--- config.mk ---
export PLATFORM = sky130hd
export DESIGN_NAME = bds_chan
export DESIGN_NICKNAME = d
export VERILOG_FILES = /design/src/design/bds_pkg.sv /design/src/design/bds_chan.sv
export SDC_FILE = /design/constraint.sdc
export NUM_CORES = 1
export LEC_CHECK = 0
export ABC_AREA = 1
export BUFFER_PORTS_ARGS = -buffer_cell sky130_fd_sc_hd__buf_2
export CAP_MARGIN = 20
export CORE_UTILIZATION = 30
export DETAILED_ROUTE_END_ITERATION = 10
export GPL_TIMING_DRIVEN = 0
export PLACE_DENSITY = 0.46
export SYNTH_ARGS = -nofsm -noshare
export SYNTH_HDL_FRONTEND = slang
export SYNTH_SLANG_ARGS = --single-unit
--- constraint.sdc ---
create_clock -name clk -period 11.4 [get_ports clk]
set_input_delay 2.28 -clock clk [delete_from_list [all_inputs] [get_ports clk]]
set_output_delay 2.28 -clock clk [all_outputs]
set_load 0.02 [all_outputs]
--- src/design/bds_pkg.sv ---
// shared types and constants of the 2x2 box downsampler
// no dependencies
`timescale 1ns / 1ps
`default_nettype none

package bds_pkg;

    localparam int CFG_IDX_BITS   = 2;
    localparam int CFG_DATA_BITS  = 16;
    localparam int IN_WIDTH_BITS  = 11;
    localparam int IN_HEIGHT_BITS = 16;

    localparam logic [CFG_IDX_BITS-1:0] CFG_IN_WIDTH    = 2'd0;
    localparam logic [CFG_IDX_BITS-1:0] CFG_IN_HEIGHT   = 2'd1;
    localparam logic [CFG_IDX_BITS-1:0] CFG_REDUCE_MODE = 2'd2;

    localparam logic [IN_WIDTH_BITS-1:0]  IN_WIDTH_RESET  = 11'd1024;
    localparam logic [IN_HEIGHT_BITS-1:0] IN_HEIGHT_RESET = 16'd1024;

    typedef struct packed {
        logic       hold;
        logic       odd_col;
        logic       merge;
        logic [1:0] missing;
    } bds_ctl_t;

endpackage

`default_nettype wire

--- src/design/bds_chan.sv ---
// one color channel: horizontal pairing, merge with the stored row, mean or max
// depends on bds_pkg
`timescale 1ns / 1ps
`default_nettype none

module bds_chan
    import bds_pkg::*;
#(
    parameter int SAMPLE_BITS = 24
)(
    input  logic                          clk,
    input  logic                          rst_n,
    input  logic                          en,
    input  logic                          acc,
    input  bds_ctl_t                      ctl,
    input  logic                          mode,
    input  logic signed [SAMPLE_BITS-1:0] sample,
    input  logic                          sample_ok,
    output logic signed [SAMPLE_BITS:0]   wr_sum,
    output logic signed [SAMPLE_BITS-1:0] wr_max,
    output logic [1:0]                    wr_cnt,
    input  logic signed [SAMPLE_BITS:0]   rd_sum,
    input  logic signed [SAMPLE_BITS-1:0] rd_max,
    input  logic [1:0]                    rd_cnt,
    output logic signed [SAMPLE_BITS-1:0] result,
    output logic                          result_ok
);

    localparam int SB    = SAMPLE_BITS;
    localparam int XB    = SB + 2;
    localparam int K     = XB + 2;
    localparam logic [K-1:0] RECIP = K'({K{1'b1}} / 3);

    logic signed [SB-1:0] left_val_reg;
    logic                 left_ok_reg;
    logic                 use_left;

    logic signed [SB:0]   p_sum_reg;
    logic signed [SB-1:0] p_max_reg;
    logic [1:0]           p_cnt_reg;
    logic                 merge_reg;
    logic [1:0]           miss_reg;

    logic                 use_rd;
    logic                 has_p;
    logic [XB-1:0]        m_sum;
    logic [2:0]           m_cnt;
    logic signed [SB-1:0] m_max;
    logic                 m_any;
    logic signed [SB-1:0] f_max;
    logic [2:0]           f_cnt;

    logic [XB-1:0]        s_sum_reg;
    logic signed [SB-1:0] s_max_reg;
    logic [2:0]           s_cnt_reg;

    logic                 neg;
    logic [XB-1:0]        mag;
    logic [XB-1:0]        bias;
    logic [XB-1:0]        x_val;
    logic [XB+K-1:0]      prod;

    logic [XB-1:0]        x_reg;
    logic [XB-1:0]        q0_reg;
    logic                 neg_reg;
    logic [2:0]           cnt_reg;
    logic signed [SB-1:0] max_reg;

    logic [XB+1:0]        rem;
    logic [XB-1:0]        q3;
    logic [XB-1:0]        quo;
    logic [XB-1:0]        res_full;

    always_ff @(posedge clk or negedge rst_n)
    begin
        if (!rst_n)
        begin
            left_val_reg <= '0;
            left_ok_reg  <= 1'b0;
        end
        else if (acc)
        begin
            if (ctl.hold)
            begin
                left_val_reg <= sample;
                left_ok_reg  <= sample_ok;
            end
            else
            begin
                left_val_reg <= '0;
                left_ok_reg  <= 1'b0;
            end
        end
    end

    // horizontal pair
    always_comb
    begin
        use_left = ctl.odd_col && left_ok_reg;
        wr_sum   = (use_left ? {left_val_reg[SB-1], left_val_reg} : '0)
                 + (sample_ok ? {sample[SB-1], sample} : '0);
        wr_cnt   = {1'b0, use_left} + {1'b0, sample_ok};
        wr_max   = (use_left && (!sample_ok || left_val_reg > sample)) ? left_val_reg : sample;
    end

    always_ff @(posedge clk)
    begin
        if (en)
        begin
            p_sum_reg <= wr_sum;
            p_max_reg <= wr_max;
            p_cnt_reg <= wr_cnt;
            merge_reg <= ctl.merge;
            miss_reg  <= ctl.missing;
        end
    end

    // merge with the even row and fill missing edge positions with zero
    always_comb
    begin
        use_rd = merge_reg && (rd_cnt != 2'd0);
        has_p  = p_cnt_reg != 2'd0;
        m_sum  = {p_sum_reg[SB], p_sum_reg}
               + (use_rd ? {rd_sum[SB], rd_sum} : {XB{1'b0}});
        m_cnt  = {1'b0, p_cnt_reg} + (use_rd ? {1'b0, rd_cnt} : 3'd0);
        m_max  = (use_rd && (!has_p || rd_max > p_max_reg)) ? rd_max : p_max_reg;
        m_any  = has_p || use_rd;
        if (miss_reg != 2'd0)
            f_max = (m_any && !m_max[SB-1]) ? m_max : '0;
        else
            f_max = m_max;
        f_cnt  = m_cnt + {1'b0, miss_reg};
    end

    always_ff @(posedge clk)
    begin
        if (en)
        begin
            s_sum_reg <= m_sum;
            s_max_reg <= f_max;
            s_cnt_reg <= f_cnt;
        end
    end

    // magnitude, rounding bias and reciprocal of three
    always_comb
    begin
        neg = s_sum_reg[XB-1];
        mag = neg ? (~s_sum_reg + 1'b1) : s_sum_reg;
        case (s_cnt_reg)
            3'd2, 3'd3: bias = XB'(1);
            3'd4:       bias = XB'(2);
            default:    bias = '0;
        endcase
        x_val = mag + bias;
        prod  = (XB+K)'(x_val) * (XB+K)'(RECIP);
    end

    always_ff @(posedge clk)
    begin
        if (en)
        begin
            x_reg   <= x_val;
            q0_reg  <= prod[XB+K-1:K];
            neg_reg <= neg;
            cnt_reg <= s_cnt_reg;
            max_reg <= s_max_reg;
        end
    end

    always_comb
    begin
        rem = {2'b00, x_reg} - ({2'b00, q0_reg} + {1'b0, q0_reg, 1'b0});
        q3  = q0_reg + ((rem >= (XB+2)'(3)) ? XB'(1) : XB'(0));
        case (cnt_reg)
            3'd2:    quo = x_reg >> 1;
            3'd3:    quo = q3;
            3'd4:    quo = x_reg >> 2;
            default: quo = x_reg;
        endcase
        res_full  = neg_reg ? (~quo + 1'b1) : quo;
        result_ok = cnt_reg != 3'd0;
        if (!result_ok)
            result = '0;
        else if (mode)
            result = max_reg;
        else
            result = res_full[SB-1:0];
    end

endmodule

`default_nettype wire

==> results of run 1 <==
-- through the flow --
stage	instance area [µm²]	setup slack (ns)	std cells	util, %
3_5_place_dp	28560	1.265	4728	32.93
5_1_grt	29360	0.5740	4774	33.84
4_1_cts	29350	1.188	4773	33.84
3_3_place_gp	28530	1.239	4727	32.88
6_report	29360	1.201	4776	33.84
2_1_floorplan	26280	2.913	3412	-
-- layout by cell type (no fill, tap or decap), types with 11 or more instances in the layout --
cell / n
sky130_fd_sc_hd__a21boi_0: 26
sky130_fd_sc_hd__a21o_1: 12
sky130_fd_sc_hd__a21oi_1: 192
sky130_fd_sc_hd__a31oi_1: 20
sky130_fd_sc_hd__buf_2: 168
sky130_fd_sc_hd__clkbuf_1: 37
sky130_fd_sc_hd__clkbuf_16: 25
sky130_fd_sc_hd__dfrtp_1: 25
sky130_fd_sc_hd__edfxtp_1: 186
sky130_fd_sc_hd__fa_1: 176
sky130_fd_sc_hd__ha_1: 331
sky130_fd_sc_hd__inv_1: 665
sky130_fd_sc_hd__nand2_1: 702
sky130_fd_sc_hd__nand2_2: 14
sky130_fd_sc_hd__nand3_1: 233
sky130_fd_sc_hd__nand4_1: 41
sky130_fd_sc_hd__nor2_1: 326
sky130_fd_sc_hd__nor2_2: 12
sky130_fd_sc_hd__nor3_1: 28
sky130_fd_sc_hd__nor4_1: 12
sky130_fd_sc_hd__o211ai_1: 11
sky130_fd_sc_hd__o21ai_0: 116
sky130_fd_sc_hd__o22ai_1: 24
sky130_fd_sc_hd__xnor2_1: 43
sky130_fd_sc_hd__xor2_1: 71
-- path summary, 6_finish.rpt --
path	startpoint	to	slack, ns	cells after the start
setup / recovery	s_sum_reg[25]	q0_reg[23]	1.20	37
hold / removal	s_max_reg[10]	max_reg[10]	0.42	0
max in group asynchronous	rst_n	left_val_reg[11]	9.21	1
min in group asynchronous	rst_n	left_val_reg[21]	1.74	1
setup reg to reg	s_sum_reg[25]	q0_reg[23]	1.20	37
hold reg to reg	s_max_reg[10]	max_reg[10]	0.42	0
-- cell families (layout without fill, tap and decap cells) --
| family | count (synthesis) | in the layout | synth area share, % |
|---|---|---|---|
| AO/OA/AOI/OAI | 452 | 452 | 9.822 |
| XOR/XNOR | 117 | 117 | 3.985 |
| adder cells (fa/ha/maj) | 507 | 507 | 29.17 |
| buffers and inverters | 722 | 928 | 10.65 |
| flip-flops | 211 | 211 | 23.63 |
| other | 0 | 3 | 0 |
| AND/OR/NAND/NOR | 1403 | 1403 | 22.75 |
-- critical path, delay by kind of cell, from the launching register on --
family | cells | cell delay [ns]
adders and majority gates | 9 | 4.96
DFF | 1 | 0.38
AOI/OAI and AO/OA | 6 | 1.27
and+or+nand+nor | 9 | 1.21
buffers and inverters | 12 | 1.62
xor gates and xnor gates | 1 | 0.47
-- final cells by class --
cell class                      instances  area, µm²
Fill cell                            9421      57390
Multi-Input combinational cell       2479      17270
Sequential cell                       211       6211
Inverter                              673       2531
Tap cell                             1155       1445
Timing Repair Buffer                  161      838.3
Clock buffer                           34      669.4
Buffer                                 49      266.5
Clock inverter                         11      120.1
Antenna cell                            3      7.507
-- routing by layer --
metal / vias up / track usage [%] / part of all wire (%)
met3: 87 / 1.889 / 3.9
met5: - / 0 / 0.082
met2: 415 / 30.01 / 46
met4: 10 / 3.492 / 2.1
met1: 10260 / 25.35 / 48
li1: 11410 / - / -
==> impl_metrics.prom, run 1 <==
# TYPE chip_impl_metric gauge
chip_impl_info{name="status",value="complete, no violations"} 1
chip_impl_metric{name="report.final.slew_viol_count",unit=""} 0
chip_impl_info{name="cp-start-kind",value="register"} 1
chip_impl_metric{name="yosys_warnings",unit=""} 0
chip_impl_metric{name="cp.required",unit="ns"} 11.69
chip_impl_metric{name="ctsLongestPathBuffers",unit=""} 3
chip_impl_metric{name="max_clock_freq",unit="GHz"} 0.09805
chip_impl_metric{name="grt_pass1_wl",unit="mm"} 125.7
chip_impl_metric{name="setup_viol",unit=""} 0
chip_impl_metric{name="arrival",unit="ns"} 10.49
chip_impl_metric{name="via_count_of_the_first_global_routing_pass",unit=""} 21900
chip_impl_metric{name="drt_pass1_iterations",unit=""} 5
chip_impl_metric{name="cts-hold-fix-buffers",unit=""} 0
chip_impl_metric{name="setup_total_negative_slack",unit="ns"} 0
chip_impl_metric{name="grtUsageTotal",unit="%"} 18.06
chip_impl_info{name="cts_tree",value="done"} 1
chip_impl_metric{name="critical_path.max_fanout",unit=""} 10
chip_impl_metric{name="post_synth.cell_area_avg",unit="µm²"} 7.702
chip_impl_metric{name="hpwl_detailed",unit="mm"} 70.48
chip_impl_metric{name="synth_area",unit="µm²"} 26280
chip_impl_metric{name="skew",unit="ns"} 0.03650
chip_impl_metric{name="share_of_final_layout_standard_cells_stronger_than_drive_strength_1",unit="%"} 7.711
chip_impl_metric{name="dr.first_iter.drc_count",unit=""} 1286
chip_impl_info{name="end_kind",value="register"} 1
chip_impl_metric{name="core",unit="µm²"} 86750
chip_impl_metric{name="antenna_violating_nets_post_route",unit=""} 0
chip_impl_metric{name="antenna_found_initial",unit=""} 7
chip_impl_metric{name="buffer_ports.inserted",unit=""} 160
chip_impl_info{name="synth.largest_area_cell",value="sky130_fd_sc_hd__edfxtp_1"} 1
chip_impl_metric{name="post_drt_via_cell_ratio",unit=""} 4.643
chip_impl_metric{name="cts.reportedPaths.clkPinSlew",unit="ns"} 0.06
chip_impl_metric{name="vias",unit=""} 22180
chip_impl_info{name="post-synth-top-count-cell",value="sky130_fd_sc_hd__nand2_1"} 1
chip_impl_metric{name="timing_worst_slew_pin_value",unit="ns"} 1.047
chip_impl_metric{name="cts-resized-gates",unit=""} 0
chip_impl_metric{name="maxCapViolCount",unit=""} 0
chip_impl_metric{name="postCtsSetupRepairBufs",unit=""} 0
chip_impl_info{name="ys_top_cells_by_count",value="sky130_fd_sc_hd__nand2_1, sky130_fd_sc_hd__inv_1, sky130_fd_sc_hd__ha_1"} 1
chip_impl_metric{name="grt_start_max_net_pins",unit=""} 107
chip_impl_metric{name="initial_core_util",unit="%"} 30.29
chip_impl_metric{name="dieArea",unit="µm²"} 88790
chip_impl_metric{name="rows",unit=""} 108
chip_impl_metric{name="max_slew_margin",unit="%"} 29.96
chip_impl_metric{name="mappedNetlistNets",unit=""} 4005
chip_impl_metric{name="top_level_ports",unit=""} 162
chip_impl_metric{name="timing.hold.ws",unit="ns"} 0.4183
chip_impl_metric{name="synth_enable_flop_cells",unit=""} 186
chip_impl_metric{name="fp.dieW",unit="µm"} 298.0
chip_impl_metric{name="async_flop_share",unit="%"} 11.85
chip_impl_metric{name="hold_viol_final",unit=""} 0
chip_impl_metric{name="avgRoutedWirePerCell",unit="µm"} 17.04
chip_impl_metric{name="cts.sink_count",unit=""} 211
chip_impl_info{name="hold_class",value="register to register"} 1
chip_impl_metric{name="worst_path_largest_cell_delay",unit="ns"} 0.91
chip_impl_info{name="worst-setup-path-type",value="register to register"} 1
chip_impl_metric{name="post_synth_num_cell_types",unit=""} 59
chip_impl_info{name="crit_path_top_delay_cell",value="sky130_fd_sc_hd__fa_1"} 1
chip_impl_metric{name="cts.htree.levels",unit=""} 1
chip_impl_metric{name="final_wirelength",unit="mm"} 81.36
chip_impl_metric{name="final_period_minus_worst_setup_slack",unit="ns"} 10.20
chip_impl_metric{name="gpl.final_weighted_congestion",unit=""} 0.9159
chip_impl_info{name="rsz0062_at_grt",value="no"} 1
chip_impl_metric{name="grt-ovfl-total",unit=""} 0
chip_impl_metric{name="netlist.area_leader.share",unit="%"} 21.25
chip_impl_metric{name="drc",unit=""} 0
chip_impl_info{name="cpMostUsedCell",value="sky130_fd_sc_hd__inv_1"} 1
chip_impl_metric{name="die-height",unit="µm"} 298.0
chip_impl_metric{name="final_nets",unit=""} 4193
chip_impl_info{name="synth.area.top_cells",value="sky130_fd_sc_hd__edfxtp_1, sky130_fd_sc_hd__ha_1, sky130_fd_sc_hd__fa_1"} 1
chip_impl_metric{name="period_share",unit="%"} 89.46
chip_impl_metric{name="area_growth",unit="%"} 11.72
chip_impl_metric{name="gate_count_post_synth",unit=""} 3412
chip_impl_metric{name="yosysSeqAreaShare",unit="%"} 23.63
chip_impl_metric{name="ys_seq_elements",unit=""} 211
chip_impl_info{name="ys.flop_type",value="sky130_fd_sc_hd__edfxtp_1"} 1
chip_impl_metric{name="cts_buffers",unit=""} 25
chip_impl_metric{name="clock_insertion_delay_worst_skew",unit="ns"} 0.57
chip_impl_info{name="clockRootBuffer",value="sky130_fd_sc_hd__clkbuf_16"} 1
Power of run 1 is not shown: default switching activity piles up to over one toggle a cycle in this logic, so the estimate is an artifact.
==> inputs of run 2 (changes only) <==
MAX_ROUTING_LAYER = met4   (was unset)
==> impl_metrics.prom, run 2 (synthesis results as in run 1) <==
# TYPE chip_impl_metric gauge
chip_impl_metric{name="hpwl_detailed",unit="mm"} 70.91
chip_impl_metric{name="cts.htree.levels",unit=""} 1
chip_impl_metric{name="clock_insertion_delay_worst_skew",unit="ns"} 0.57
chip_impl_metric{name="grt_start_max_net_pins",unit=""} 107
chip_impl_metric{name="dr.first_iter.drc_count",unit=""} 1388
chip_impl_metric{name="cts_buffers",unit=""} 26
chip_impl_metric{name="area_growth",unit="%"} 12.33
chip_impl_metric{name="maxCapViolCount",unit=""} 0
chip_impl_metric{name="die-height",unit="µm"} 298.0
chip_impl_metric{name="cts-resized-gates",unit=""} 0
chip_impl_info{name="cp-start-kind",value="register"} 1
chip_impl_metric{name="antenna_found_initial",unit=""} 12
chip_impl_metric{name="max_clock_freq",unit="GHz"} 0.09811
chip_impl_info{name="status",value="complete, but fails checks"} 1
chip_impl_info{name="crit_path_top_delay_cell",value="sky130_fd_sc_hd__fa_1"} 1
chip_impl_info{name="clockRootBuffer",value="sky130_fd_sc_hd__clkbuf_16"} 1
chip_impl_info{name="worst-setup-path-type",value="register to register"} 1
chip_impl_metric{name="post_drt_via_cell_ratio",unit=""} 4.666
chip_impl_metric{name="cp.required",unit="ns"} 11.70
chip_impl_info{name="violations",value="DRC"} 1
chip_impl_metric{name="critical_path.max_fanout",unit=""} 10
chip_impl_metric{name="cts.sink_count",unit=""} 211
chip_impl_metric{name="grtUsageTotal",unit="%"} 18.86
chip_impl_metric{name="final_period_minus_worst_setup_slack",unit="ns"} 10.19
chip_impl_info{name="hold_class",value="register to register"} 1
chip_impl_info{name="rsz0062_at_grt",value="no"} 1
chip_impl_metric{name="postCtsSetupRepairBufs",unit=""} 0
chip_impl_metric{name="dieArea",unit="µm²"} 88790
chip_impl_metric{name="core",unit="µm²"} 86750
chip_impl_metric{name="setup_total_negative_slack",unit="ns"} 0
chip_impl_metric{name="setup_viol",unit=""} 0
chip_impl_metric{name="hold_viol_final",unit=""} 0
chip_impl_metric{name="cts.reportedPaths.clkPinSlew",unit="ns"} 0.06
chip_impl_metric{name="period_share",unit="%"} 89.41
chip_impl_metric{name="rows",unit=""} 108
chip_impl_metric{name="sequential_cell_area",unit="µm²"} 6211
chip_impl_metric{name="via_count_of_the_first_global_routing_pass",unit=""} 22130
chip_impl_metric{name="arrival",unit="ns"} 10.50
chip_impl_metric{name="buffer_ports.inserted",unit=""} 160
chip_impl_metric{name="avgRoutedWirePerCell",unit="µm"} 17.14
chip_impl_metric{name="timing_worst_slew_pin_value",unit="ns"} 1.126
chip_impl_metric{name="report.final.slew_viol_count",unit=""} 0
chip_impl_info{name="cpMostUsedCell",value="sky130_fd_sc_hd__inv_1"} 1
chip_impl_metric{name="cts-hold-fix-buffers",unit=""} 0
chip_impl_metric{name="vias",unit=""} 22350
chip_impl_metric{name="final_nets",unit=""} 4194
chip_impl_metric{name="n_fill_cell",unit=""} 9543
chip_impl_metric{name="share_of_final_layout_standard_cells_stronger_than_drive_strength_1",unit="%"} 7.954
chip_impl_metric{name="grt-ovfl-total",unit=""} 0
chip_impl_info{name="final_cell_mix",value="sky130_fd_sc_hd__nand2_1, sky130_fd_sc_hd__inv_1, sky130_fd_sc_hd__ha_1"} 1
chip_impl_metric{name="drc",unit=""} 2
chip_impl_metric{name="dp_slack",unit="ns"} 1.240
chip_impl_metric{name="antenna_violating_nets_post_route",unit=""} 0
chip_impl_metric{name="skew",unit="ns"} 0.03640
chip_impl_metric{name="top_level_ports",unit=""} 162
chip_impl_metric{name="worst_path_largest_cell_delay",unit="ns"} 0.93
chip_impl_metric{name="multi_input_comb_area",unit="µm²"} 17270
chip_impl_metric{name="final_critical_path_setup_slack",unit="ns"} 1.208
chip_impl_metric{name="grt_pass1_wl",unit="mm"} 126.5
chip_impl_metric{name="gpl.final_weighted_congestion",unit=""} 0.9250
chip_impl_metric{name="final_wirelength",unit="mm"} 82.07
chip_impl_info{name="end_kind",value="register"} 1
chip_impl_info{name="cts_tree",value="done"} 1
chip_impl_metric{name="max_slew_margin",unit="%"} 24.68
chip_impl_metric{name="fp.dieW",unit="µm"} 298.0
chip_impl_metric{name="initial_core_util",unit="%"} 30.29
chip_impl_metric{name="ctsLongestPathBuffers",unit=""} 3
chip_impl_metric{name="drt_pass1_iterations",unit=""} 8
chip_impl_info{name="layout_commonest_cell",value="sky130_fd_sc_hd__nand2_1"} 1
==> run 2: cell count changes in the layout (fill, tap and decap cells not counted), moves of 2 or more <==
cell                        before  now
sky130_fd_sc_hd__clkinv_1        6    4
sky130_fd_sc_hd__clkbuf_1       37   33
sky130_fd_sc_hd__diode_2         3   13
sky130_fd_sc_hd__bufinv_16       2    4
sky130_fd_sc_hd__inv_6           0    2
sky130_fd_sc_hd__clkbuf_8        1    3
==> run 2: routing by layer <==
layer	part of all wire, %	track usage, %	vias to the layer above
li1	-	-	11440
met1	47	25.28	10370
met2	46	30.26	461
met3	4.7	2.428	83
met4	2.3	4.139	0
met5	0	-	-
==> run 2: per-stage QoR <==
| stage | utilization [%] | instances | area (µm²) | hold WS (ns) |
|---|---|---|---|---|
| after global routing | 34.03 | 4788 | 29520 | 0.4225 |
| after floorplan | - | 3412 | 26280 | 0.4003 |
| after CTS | 33.99 | 4776 | 29490 | 0.4189 |
| final | 34.03 | 4789 | 29520 | 0.4153 |
| after detailed placement | 32.93 | 4728 | 28560 | 0.4045 |
| after global placement | 32.88 | 4727 | 28530 | 0.4045 |
==> run 2: area by class of cell <==
class | count | share of cell area (%)
Multi-Input combinational cell | 2479 | 58.51
Antenna cell | 13 | 0.1102
Clock inverter | 15 | 0.7375
Sequential cell | 211 | 21.04
Timing Repair Buffer | 161 | 2.840
Clock buffer | 33 | 2.395
Buffer | 49 | 0.9028
Tap cell | 1155 | 4.895
Inverter | 673 | 8.574
==> run 2: critical path: cells and delay by family, from the launching register on <==
family / cells / cell delay (ns)
AO/OA/AOI/OAI: 6 / 1.26
AND/OR/NAND/NOR: 9 / 1.22
flip-flops: 1 / 0.39
adder cells (fa/ha/maj): 9 / 5.02
buffers and inverters: 12 / 1.63
XOR/XNOR: 1 / 0.41
==> run 2: final timing paths <==
path	end	start	slack, ns	cells past startpoint
min in group asynchronous	left_val_reg[21]	rst_n	1.73	1
max in group asynchronous	left_val_reg[4]	rst_n	9.22	1
hold / removal	max_reg[10]	s_max_reg[10]	0.42	0
setup reg to reg	q0_reg[23]	s_sum_reg[25]	1.21	37
setup / recovery	q0_reg[23]	s_sum_reg[25]	1.21	37
hold reg to reg	max_reg[10]	s_max_reg[10]	0.42	0
Power of run 2 is left out for the same reason.
